[src/hdl/ahs_pkg.sv]
// package: shared types, codes and constants of the axis homing sequencer
`timescale 1ns / 1ps
package ahs_pkg;

  // timing constants, milliseconds
  localparam logic [31:0] ENC_BOOT_DELAY_MS = 32'd2000;
  localparam logic [31:0] ENC_RETRY_MS      = 32'd500;
  localparam logic [31:0] FAULT_RETRY_MS    = 32'd500;
  localparam logic [31:0] POLL_GRACE_MS     = 32'd100;

  // object-dictionary indexes of the homing objects (kept for reference)
  localparam logic [15:0] OD_HOME_STATUS = 16'h2700;
  localparam logic [15:0] OD_FAULT_FLAGS = 16'h2600;
  localparam logic [15:0] OD_HOME_CMD    = 16'h2500;

  // config reset values
  localparam logic        RST_BOOT_AUTOHOME      = 1'b0;
  localparam logic [31:0] RST_NOT_HOMED_MASK     = 32'd1;
  localparam logic [7:0]  RST_STATUS_IDLE_CODE   = 8'd0;
  localparam logic [7:0]  RST_STATUS_DONE_CODE   = 8'd2;
  localparam logic [7:0]  RST_STATUS_FAILED_CODE = 8'd3;
  localparam logic [15:0] RST_POLL_PERIOD_MS     = 16'd200;
  localparam logic [31:0] RST_OVERALL_TIMEOUT_MS = 32'd30000;
  localparam logic [31:0] RST_FAULT_REFRESH_MS   = 32'd5000;

  localparam int CFG_INDEX_W = 3;
  localparam int CFG_DATA_W  = 32;

  typedef enum logic [CFG_INDEX_W-1:0] {
    CFG_BOOT_AUTOHOME      = 3'd0,
    CFG_NOT_HOMED_MASK     = 3'd1,
    CFG_STATUS_IDLE_CODE   = 3'd2,
    CFG_STATUS_DONE_CODE   = 3'd3,
    CFG_STATUS_FAILED_CODE = 3'd4,
    CFG_POLL_PERIOD_MS     = 3'd5,
    CFG_OVERALL_TIMEOUT_MS = 3'd6,
    CFG_FAULT_REFRESH_MS   = 3'd7
  } cfg_idx_t;

  typedef enum logic [1:0] {
    OP_TICK    = 2'd0,
    OP_REQUEST = 2'd1,
    OP_ABORT   = 2'd2,
    OP_REBOOT  = 2'd3
  } op_t;

  typedef enum logic [2:0] {
    BK_NONE        = 3'd0,
    BK_READ_ENC    = 3'd1,
    BK_READ_FAULT  = 3'd2,
    BK_WRITE_CMD0  = 3'd3,
    BK_WRITE_CMD1  = 3'd4,
    BK_READ_STATUS = 3'd5
  } kind_t;

  typedef enum logic [2:0] {
    PH_IDLE   = 3'd0,
    PH_ENC    = 3'd1,
    PH_CLEAR  = 3'd2,
    PH_ARM    = 3'd3,
    PH_POLL   = 3'd4,
    PH_FAULT  = 3'd5,
    PH_DONE   = 3'd6,
    PH_FAILED = 3'd7
  } phase_t;

  typedef struct packed {
    logic        boot_autohome;
    logic [31:0] not_homed_mask;
    logic [7:0]  status_idle_code;
    logic [7:0]  status_done_code;
    logic [7:0]  status_failed_code;
    logic [15:0] poll_period_ms;
    logic [31:0] overall_timeout_ms;
    logic [31:0] fault_refresh_ms;
  } cfg_t;

  typedef struct packed {
    logic [1:0]  op;
    logic [31:0] now_ms;
    logic        link_free;
    logic        reply_ready;
    logic        reply_ok;
    logic [3:0]  reply_len;
    logic [31:0] reply_data;
    logic        grant;
  } in_item_t;

  typedef struct packed {
    logic [2:0] begin_kind;
    logic       request_accepted;
    logic [7:0] status_mirror;
    logic       axis_homed;
    logic       encoder_incremental;
    logic       idle_or_terminal;
    logic [2:0] seq_state;
  } out_item_t;

  typedef struct packed {
    phase_t      phase;
    logic        pending;
    logic [31:0] run_start;
    logic [31:0] last_poll;
    logic [7:0]  motor_status;
    logic        homed;
    logic        homed_known;
    logic [31:0] last_fault_read;
    logic        enc_known;
    logic        enc_incremental;
    logic [31:0] last_enc_read;
    logic        boot_home_fired;
  } seq_state_t;

endpackage

[src/hdl/ahs_in_if.sv]
// interface: input item channel with valid/ready handshake
`timescale 1ns / 1ps
interface ahs_in_if
  import ahs_pkg::*;
  ();
  logic     valid;
  logic     ready;
  in_item_t item;

  modport source (output valid, output item, input ready);
  modport sink   (input valid, input item, output ready);
endinterface

[src/hdl/ahs_out_if.sv]
// interface: result item channel with valid/ready handshake
`timescale 1ns / 1ps
interface ahs_out_if
  import ahs_pkg::*;
  ();
  logic      valid;
  logic      ready;
  out_item_t item;

  modport source (output valid, output item, input ready);
  modport sink   (input valid, input item, output ready);
endinterface

[src/hdl/ahs_cfg_regs.sv]
// configuration register file of the homing sequencer
`timescale 1ns / 1ps
module ahs_cfg_regs
  import ahs_pkg::*;
(
  input  logic                   clk,
  input  logic                   rst,
  input  logic                   cfg_write,
  input  logic [CFG_INDEX_W-1:0] cfg_index,
  input  logic [CFG_DATA_W-1:0]  cfg_data,
  output cfg_t                   cfg
);

  always_ff @(posedge clk) begin
    if (rst) begin
      cfg.boot_autohome      <= RST_BOOT_AUTOHOME;
      cfg.not_homed_mask     <= RST_NOT_HOMED_MASK;
      cfg.status_idle_code   <= RST_STATUS_IDLE_CODE;
      cfg.status_done_code   <= RST_STATUS_DONE_CODE;
      cfg.status_failed_code <= RST_STATUS_FAILED_CODE;
      cfg.poll_period_ms     <= RST_POLL_PERIOD_MS;
      cfg.overall_timeout_ms <= RST_OVERALL_TIMEOUT_MS;
      cfg.fault_refresh_ms   <= RST_FAULT_REFRESH_MS;
    end else if (cfg_write) begin
      unique case (cfg_idx_t'(cfg_index))
        CFG_BOOT_AUTOHOME:      cfg.boot_autohome      <= cfg_data[0];
        CFG_NOT_HOMED_MASK:     cfg.not_homed_mask     <= cfg_data;
        CFG_STATUS_IDLE_CODE:   cfg.status_idle_code   <= cfg_data[7:0];
        CFG_STATUS_DONE_CODE:   cfg.status_done_code   <= cfg_data[7:0];
        CFG_STATUS_FAILED_CODE: cfg.status_failed_code <= cfg_data[7:0];
        CFG_POLL_PERIOD_MS:     cfg.poll_period_ms     <= cfg_data[15:0];
        CFG_OVERALL_TIMEOUT_MS: cfg.overall_timeout_ms <= cfg_data;
        CFG_FAULT_REFRESH_MS:   cfg.fault_refresh_ms   <= cfg_data;
      endcase
    end
  end

endmodule

[src/hdl/ahs_step.sv]
// next-state and result logic for one item of the homing sequencer
`timescale 1ns / 1ps
module ahs_step
  import ahs_pkg::*;
(
  input  in_item_t   item,
  input  seq_state_t st,
  input  cfg_t       cfg,
  output seq_state_t st_next,
  output out_item_t  res
);

  always_comb begin
    seq_state_t  s;
    kind_t       kind;
    logic        acc;
    logic        stop;
    logic        go;
    logic [31:0] period;
    logic [31:0] d_enc;
    logic [31:0] d_fault;
    logic [31:0] d_run;
    logic [31:0] d_poll;

    s       = st;
    kind    = BK_NONE;
    acc     = 1'b0;
    stop    = 1'b0;
    go      = 1'b1;
    period  = '0;
    d_enc   = item.now_ms - st.last_enc_read;
    d_fault = '0;
    d_run   = '0;
    d_poll  = '0;

    unique case (op_t'(item.op))
      OP_TICK: begin
        // encoder type read after boot delay, retried until the type is known
        if (s.phase == PH_IDLE && !s.enc_known && item.now_ms >= ENC_BOOT_DELAY_MS) begin
          if ((s.last_enc_read == '0 || d_enc >= ENC_RETRY_MS) && item.link_free) begin
            s.pending       = 1'b1;
            s.phase         = PH_ENC;
            s.last_enc_read = item.now_ms;
            kind            = BK_READ_ENC;
            stop            = 1'b1;
          end
        end
        // once-per-boot auto home
        if (!stop && !s.boot_home_fired && cfg.boot_autohome && s.enc_known
            && s.enc_incremental && s.phase == PH_IDLE && item.grant) begin
          s.motor_status    = cfg.status_idle_code;
          s.phase           = PH_CLEAR;
          s.run_start       = item.now_ms;
          s.last_poll       = '0;
          acc               = 1'b1;
          s.boot_home_fired = 1'b1;
        end
        // fault flag refresh
        if (!stop && s.phase == PH_IDLE) begin
          period  = s.homed_known ? cfg.fault_refresh_ms : FAULT_RETRY_MS;
          d_fault = item.now_ms - s.last_fault_read;
          if ((s.last_fault_read == '0 || d_fault >= period) && item.link_free) begin
            s.pending         = 1'b1;
            s.phase           = PH_FAULT;
            s.last_fault_read = item.now_ms;
            kind              = BK_READ_FAULT;
          end
        end
        // sequence body
        d_run = item.now_ms - s.run_start;
        if (s.phase != PH_IDLE) begin
          if (s.phase != PH_FAULT && s.phase != PH_ENC && d_run > cfg.overall_timeout_ms) begin
            s.phase        = PH_FAILED;
            s.motor_status = cfg.status_failed_code;
          end else begin
            unique case (s.phase)
              PH_ENC: begin
                if (item.reply_ready) begin
                  s.pending = 1'b0;
                  if (item.reply_ok && item.reply_len >= 4'd4) begin
                    s.enc_incremental = (item.reply_data[30:0] != '0);
                    s.enc_known       = 1'b1;
                  end
                  s.phase = PH_IDLE;
                end
              end
              PH_CLEAR, PH_ARM: begin
                if (!s.pending) begin
                  if (!item.link_free) begin
                    go = 1'b0;
                  end else begin
                    kind      = (s.phase == PH_CLEAR) ? BK_WRITE_CMD0 : BK_WRITE_CMD1;
                    s.pending = 1'b1;
                  end
                end
                if (go && item.reply_ready) begin
                  s.pending = 1'b0;
                  if (!item.reply_ok) begin
                    s.phase        = PH_FAILED;
                    s.motor_status = cfg.status_failed_code;
                  end else if (s.phase == PH_CLEAR) begin
                    s.phase = PH_ARM;
                  end else begin
                    s.phase     = PH_POLL;
                    s.last_poll = item.now_ms;
                  end
                end
              end
              PH_POLL: begin
                d_poll = item.now_ms - s.last_poll;
                if (!s.pending) begin
                  if (d_poll < {16'd0, cfg.poll_period_ms} && d_run > POLL_GRACE_MS) begin
                    go = 1'b0;
                  end else if (!item.link_free) begin
                    go = 1'b0;
                  end else begin
                    kind        = BK_READ_STATUS;
                    s.pending   = 1'b1;
                    s.last_poll = item.now_ms;
                  end
                end
                if (go && item.reply_ready) begin
                  s.pending = 1'b0;
                  if (item.reply_ok && item.reply_len != '0) begin
                    s.motor_status = item.reply_data[7:0];
                    if (s.motor_status == cfg.status_done_code
                        || s.motor_status == cfg.status_failed_code) begin
                      s.phase = PH_FAULT;
                    end
                  end
                end
              end
              PH_FAULT: begin
                if (!s.pending) begin
                  if (!item.link_free) begin
                    go = 1'b0;
                  end else begin
                    kind      = BK_READ_FAULT;
                    s.pending = 1'b1;
                  end
                end
                if (go && item.reply_ready) begin
                  s.pending = 1'b0;
                  if (item.reply_ok && item.reply_len >= 4'd4) begin
                    s.homed       = ((item.reply_data & cfg.not_homed_mask) == '0);
                    s.homed_known = 1'b1;
                    // equal done and failed codes: done wins
                    if (s.motor_status == cfg.status_done_code) begin
                      s.phase = PH_DONE;
                    end else if (s.motor_status == cfg.status_failed_code) begin
                      s.phase = PH_FAILED;
                    end else begin
                      s.phase = PH_IDLE;
                    end
                  end else begin
                    s.phase = PH_IDLE;
                  end
                end
              end
              default: s.phase = PH_IDLE;
            endcase
          end
        end
      end
      OP_REQUEST: begin
        if (item.grant && s.phase == PH_IDLE) begin
          s.motor_status = cfg.status_idle_code;
          s.phase        = PH_CLEAR;
          s.run_start    = item.now_ms;
          s.last_poll    = '0;
          acc            = 1'b1;
        end
      end
      OP_ABORT: begin
        // pending is left as is
        if (item.link_free) begin
          kind = BK_WRITE_CMD0;
        end
        s.phase        = PH_IDLE;
        s.motor_status = cfg.status_idle_code;
      end
      OP_REBOOT: begin
        s.phase        = PH_IDLE;
        s.pending      = 1'b0;
        s.motor_status = cfg.status_idle_code;
      end
    endcase

    st_next                 = s;
    res.begin_kind          = kind;
    res.request_accepted    = acc;
    res.status_mirror       = s.motor_status;
    res.axis_homed          = s.homed_known & s.homed;
    res.encoder_incremental = !s.enc_known | s.enc_incremental;
    res.idle_or_terminal    = (s.phase == PH_IDLE) || (s.phase == PH_DONE)
                              || (s.phase == PH_FAILED);
    res.seq_state           = s.phase;
  end

endmodule

[src/hdl/axis_homing_sequencer.sv]
// top level: axis homing sequencer with registered input and result stages
`timescale 1ns / 1ps
// an accepted item is held in the input register, then its result in the result register until taken
// throughput: one item per cycle, held back only while the result register is full and not taken
// the sequencer state updates in the cycle the item leaves the input register
// reset (rst, synchronous, active high): sequencer idle, all flags and timestamps zero,
// config registers back to their defaults, both pipeline stages empty
module axis_homing_sequencer
  import ahs_pkg::*;
(
  input  logic                   clk,
  input  logic                   rst,
  ahs_in_if.sink                 in_ch,
  ahs_out_if.source              out_ch,
  input  logic                   cfg_write,
  input  logic [CFG_INDEX_W-1:0] cfg_index,
  input  logic [CFG_DATA_W-1:0]  cfg_data
);

  cfg_t       cfg;

  // input register stage
  logic       in_valid;
  logic       in_valid_next;
  in_item_t   in_item;

  // sequencer state
  seq_state_t st;
  seq_state_t st_next;

  // result register stage
  logic       out_valid;
  logic       out_valid_next;
  out_item_t  result;
  out_item_t  res_comb;

  logic       take;     // item accepted from the input channel
  logic       advance;  // item processed into the result register

  ahs_cfg_regs u_cfg (
    .clk       (clk),
    .rst       (rst),
    .cfg_write (cfg_write),
    .cfg_index (cfg_index),
    .cfg_data  (cfg_data),
    .cfg       (cfg)
  );

  ahs_step u_step (
    .item    (in_item),
    .st      (st),
    .cfg     (cfg),
    .st_next (st_next),
    .res     (res_comb)
  );

  // the item moves on whenever the result register is free or drains this cycle
  assign advance        = in_valid && (!out_valid || out_ch.ready);
  assign in_ch.ready    = !in_valid || advance;
  assign take           = in_ch.valid && in_ch.ready;
  assign in_valid_next  = take ? 1'b1 : (advance ? 1'b0 : in_valid);
  assign out_valid_next = advance ? 1'b1 : (out_valid && !out_ch.ready);

  assign out_ch.valid = out_valid;
  assign out_ch.item  = result;

  // control state
  always_ff @(posedge clk) begin
    if (rst) begin
      in_valid  <= 1'b0;
      out_valid <= 1'b0;
    end else begin
      in_valid  <= in_valid_next;
      out_valid <= out_valid_next;
    end
  end

  // payload registers
  always_ff @(posedge clk) begin
    if (take) begin
      in_item <= in_ch.item;
    end
    if (advance) begin
      result <= res_comb;
    end
  end

  // sequencer state, one update per item
  always_ff @(posedge clk) begin
    if (rst) begin
      st.phase           <= PH_IDLE;
      st.pending         <= 1'b0;
      st.run_start       <= '0;
      st.last_poll       <= '0;
      st.motor_status    <= '0;
      st.homed           <= 1'b0;
      st.homed_known     <= 1'b0;
      st.last_fault_read <= '0;
      st.enc_known       <= 1'b0;
      st.enc_incremental <= 1'b0;
      st.last_enc_read   <= '0;
      st.boot_home_fired <= 1'b0;
    end else if (advance) begin
      st <= st_next;
    end
  end

  // state moves only when an item is processed
  a_state_hold: assert property (@(posedge clk) disable iff (rst)
    !advance |=> $stable(st))
    else $error("sequencer state changed without an item");

  // an empty result register never stalls the input side
  a_no_false_stall: assert property (@(posedge clk) disable iff (rst)
    !out_valid |-> in_ch.ready)
    else $error("input stalled while result register empty");

  // an encoder read leaves the sequencer in encoder read or back at idle
  a_enc_read_phase: assert property (@(posedge clk) disable iff (rst)
    (advance && res_comb.begin_kind == BK_READ_ENC)
      |-> (res_comb.seq_state == PH_ENC || res_comb.seq_state == PH_IDLE))
    else $error("encoder read issued from wrong phase");

endmodule

[src/flat_wrapper.sv]
// flat-port wrapper written by rule: the top's interface ports become plain ports
module axis_homing_sequencer_flat import ahs_pkg::*;
  (clk, rst, cfg_write, cfg_index, cfg_data, in_ch_valid, in_ch_item, in_ch_ready, out_ch_valid, out_ch_item, out_ch_ready);
  ahs_in_if in_ch_i ();
  ahs_out_if out_ch_i ();
  input  logic clk;
  input  logic rst;
  input  logic cfg_write;
  input  logic [CFG_INDEX_W-1:0] cfg_index;
  input  logic [CFG_DATA_W-1:0] cfg_data;
  input wire logic [$bits(in_ch_i.valid)-1:0] in_ch_valid;
  input wire logic [$bits(in_ch_i.item)-1:0] in_ch_item;
  output wire logic [$bits(in_ch_i.ready)-1:0] in_ch_ready;
  output wire logic [$bits(out_ch_i.valid)-1:0] out_ch_valid;
  output wire logic [$bits(out_ch_i.item)-1:0] out_ch_item;
  input wire logic [$bits(out_ch_i.ready)-1:0] out_ch_ready;
  assign in_ch_i.valid = in_ch_valid;
  assign in_ch_i.item = in_ch_item;
  assign in_ch_ready = in_ch_i.ready;
  assign out_ch_valid = out_ch_i.valid;
  assign out_ch_item = out_ch_i.item;
  assign out_ch_i.ready = out_ch_ready;
  axis_homing_sequencer u_core (.clk(clk), .rst(rst), .in_ch(in_ch_i), .out_ch(out_ch_i), .cfg_write(cfg_write), .cfg_index(cfg_index), .cfg_data(cfg_data));
endmodule
[config.mk]
export PLATFORM = sky130hd
export DESIGN_NAME = axis_homing_sequencer_flat
export DESIGN_NICKNAME = d
export VERILOG_FILES = /design/src/hdl/ahs_pkg.sv /design/src/hdl/ahs_in_if.sv /design/src/hdl/ahs_out_if.sv /design/src/hdl/ahs_cfg_regs.sv /design/src/hdl/ahs_step.sv /design/src/hdl/axis_homing_sequencer.sv /design/src/flat_wrapper.sv
export SDC_FILE = /design/constraint.sdc
export NUM_CORES = 1
export LEC_CHECK = 0
export BUFFER_PORTS_ARGS = -buffer_cell sky130_fd_sc_hd__buf_2
export CORE_MARGIN = 2
export CORE_UTILIZATION = 68
export DETAILED_ROUTE_END_ITERATION = 8
export PLACE_DENSITY = 0.87
export SLEW_MARGIN = 25
export SYNTH_ARGS = -nofsm -noshare
export SYNTH_HDL_FRONTEND = slang
export SYNTH_SLANG_ARGS = --single-unit
export TNS_END_PERCENT = 1
[constraint.sdc]
create_clock -name clk -period 18 [get_ports clk]
set_input_delay 0 -clock clk [delete_from_list [all_inputs] [get_ports clk]]
set_output_delay 0 -clock clk [all_outputs]
set_load 0.05 [all_outputs]
==> results.json <==
{
  "worstSkewPairLatency_ns": 0.62,
  "final_weighted_congestion_in_routability_driven_placement": 1.05,
  "vias": 26500,
  "synth.top_cells.by_count": "nand2_1 (569), a21oi_1 (353), dfxtp_1 (284)",
  "cts_tree": "built",
  "timing.hold.worst.class": "in -> reg",
  "route.detailed.wl_per_inst_um": 24.9,
  "post_synth_inst_count": 3127,
  "syn_nets": 3453,
  "chipHeight_um": 196,
  "synthesis.yosys.warnings": 0,
  "synth_enable_flop_cells": 92,
  "kind_of_critical_path": "reg -> reg",
  "synthDominantCellAreaShare_pct": 22.6,
  "ys_seq_area_share_pct": 33.6,
  "globalRouteTotalUtil_pct": 48.0,
  "critical-path-slowest-cell": "nor4b_2",
  "worst_r2r_endpoint": "u_core.out_ch.item[11]",
  "layout.area.seq_um2": 8450,
  "rsz_0062_raised_after_global_routing": "false",
  "antenna_violations_before_repair": 3,
  "cts_htree_levels": 2,
  "fin_crit_sh_pct": 46.8,
  "place.port_buffers": 133,
  "synthesis.area_um2": 25200,
  "detailedRoute.firstIterationViolations": 3326,
  "ir_drop_uv": 93.2,
  "ys_top_cells_by_area": "dfxtp_1 (23%), edfxtp_1 (11%), ha_1 (10%), nand2_1 (8.5%), a21oi_1 (7.0%)",
  "dpl.hpwl_um": 61400,
  "power-per-cell-area_nw_per_um2": 79.4,
  "cellLeakagePower_nw": 11.0,
  "max_stage_delay_ns": 0.86,
  "drtAntennaViolNets": 0,
  "route.detailed.vias_per_inst": 6.97,
  "stdcell_count": 3810,
  "route.detailed.drc": 13,
  "detailedRoute.firstPassIterationCount": 9,
  "critical_path.max_fanout": 69,
  "whs_endpoint": "u_core.in_item[22]",
  "totalNegativeSetupSlack_ns": 0,
  "synth_async_reset_ratio_pct": 0,
  "area_of_the_die_um2": 38600,
  "yosys.cell_count.top_type": "nand2_1",
  "worstReg2RegStart": "u_core.st[144]",
  "cp_data_arrival_time_ns": 8.72,
  "number_of_global_route_vias_before_repair": 26000,
  "report.final.slew_viol_count": 0,
  "yosys.area.top_type": "dfxtp_1",
  "grt_pass1_wl_um": 144000,
  "timing.max_cap.violations": 0,
  "netlist-cell-type-count": 103,
  "top_level_ports": 134,
  "drt-total-wl_um": 94700,
  "end_kind": "register",
  "postSynthAreaPerCell_um2": 8.05,
  "status": "finished, violations left",
  "fp.dieW_um": 196,
  "grt_start_max_net_pins": 103,
  "max_clock_freq_mhz": 119,
  "hold_path.startpoint": "in_ch_item[22]",
  "fillers": 2386,
  "setup.reg_to_reg.worst_slack_ns": 9.58,
  "core_area_um2": 36500,
  "multi_input_area_um2": 15500,
  "clock_skew_ns": 0.0545,
  "number_of_resized_instances_in_the_post_cts_repair_step": 0,
  "numCtsBuffers": 41,
  "hold_depth": 2,
  "post-place-cells": 3615,
  "finalCriticalPeriod_ns": 8.42,
  "gr-total-overflow": 0,
  "initial_utilization_pct": 68.9,
  "clock_pin_slew_reported_for_the_worst_setup_and_hold_paths_after_clock_tree_synthesis_ns": 0.08,
  "synth.ff_latch_count": 376,
  "failed_checks": "DRC",
  "max-clock-path-buffers": 3,
  "synthesis_to_layout_area_growth_pct": 13.7,
  "setup.worst_path.start_class": "register",
  "finish.net_count": 3634,
  "finalHoldViolations": 0,
  "timing.reg2reg.worst_path_depth": 28,
  "drive_above_1_share_pct": 8.68,
  "numClockSinks": 376,
  "worst_pin_slew_ns": 1.09,
  "dominantRegCellSynth": "dfxtp_1",
  "root_buffer": "clkbuf_16",
  "setup-violations-final": 0,
  "max_slew_margin_pct": 27.4,
  "placement_rows": 70,
  "required_time_at_the_endpoint_of_the_critical_path_ns": 18.30
}
==> metrics by stage <==
stage	hold WS (ns)	total power (W)	cell area [um^2]	util [%]	worst slack, ns
2_1_floorplan	0.0989	0.00121	25200	-	11.49
3_3_place_gp	0.176	0.00132	26000	71.2	9.90
3_5_place_dp	0.178	0.00134	26000	71.3	9.61
4_1_cts	0.0889	0.00221	28600	78.3	9.56
5_1_grt	0.112	0.00232	28600	78.4	9.26
6_report	0.0976	0.00227	28600	78.4	9.58
==> cells in the final DEF (no fill, tap or decap), types with 52 or more instances in the layout <==
cell           instances
inv_1                179
ha_1                 208
dlygate4sd3_1        117
nor2_1               185
xnor2_1               79
buf_2                132
a21oi_1              353
o21ai_0              128
nand3_1               55
nand2_1              566
a21o_1                52
edfxtp_1              92
mux2i_1               71
dfxtp_1              284
==> registers in the layout (all words and copies together) (netlist names) <==
name	cells
u_core.in_valid	1
u_core.st	145
u_core.out_ch.item	18
u_core.u_cfg.cfg	137
u_core.in_item	74
u_core.out_ch.valid	1
==> what timing repair did <==
action | in CTS | in global routing
hold endpoints to repair | 235 | 0
hold buffers | 117 | 0
setup buffers | 0 | 0
==> worst max-delay path by stage <==
| stage | start | endpoint | slack (ns) | cells after the start |
|---|---|---|---|---|
| after CTS | u_core.st[142] | u_core.st[93] | 9.56 | 28 |
| after floorplan | u_core.st[143] | u_core.st[88] | 11.49 | 30 |
| after global placement | u_core.in_item[40] | u_core.st[102] | 9.90 | 29 |
| after detailed placement | u_core.st[142] | u_core.st[93] | 9.61 | 28 |
| final | u_core.st[144] | u_core.out_ch.item[11] | 9.58 | 28 |
| after global routing | u_core.st[144] | u_core.st[91] | 9.26 | 28 |
==> area by class of cell <==
class	count	area share [%]
Clock inverter	16	0.621
Tap cell	468	2.05
Inverter	179	2.35
Multi-Input combinational cell	2432	54.1
Antenna cell	1	0.00874
Timing Repair Buffer	278	7.22
Sequential cell	376	29.5
Clock buffer	60	4.16
==> routing by layer <==
layer / global-route usage [%] / routed length, um / up-vias
li1: - / - / 11600
met1: 56.1 / 32900 / 12200
met2: 74.9 / 40400 / 2100
met3: 14.6 / 12800 / 645
met4: 35.1 / 8570 / 4
met5: 0 / 23 / -
==> critical path: cells and delay by family (launching register included) <==
| family | cells | cell delay [ns] |
|---|---|---|
| and+or+nand+nor | 11 | 3.00 |
| buffers and inverters | 1 | 0.49 |
| DFF | 1 | 0.43 |
| AOI/OAI and AO/OA | 12 | 3.10 |
| adders and majority gates | 3 | 0.92 |
| xor gates and xnor gates | 1 | 0.19 |
==> cell families after synthesis <==
group,count (synthesis),share of synthesized area [%]
buffers and inverters,319,5.20
DFF,376,33.6
and+or+nand+nor,1152,21.2
adders and majority gates,212,10.7
muxes,73,2.91
xor gates and xnor gates,109,3.79
AOI/OAI and AO/OA,886,22.7
==> report_power, final <==
group / internal, W / total (W) / switching, W
Combinational: 0.000169 / 0.000452 / 0.000283
Sequential: 0.000890 / 0.000922 / 0.0000327
Clock: 0.000507 / 0.000899 / 0.000392
Total: 0.00157 / 0.00227 / 0.000708
No activity file was read; power rests on OpenSTA's default activity.
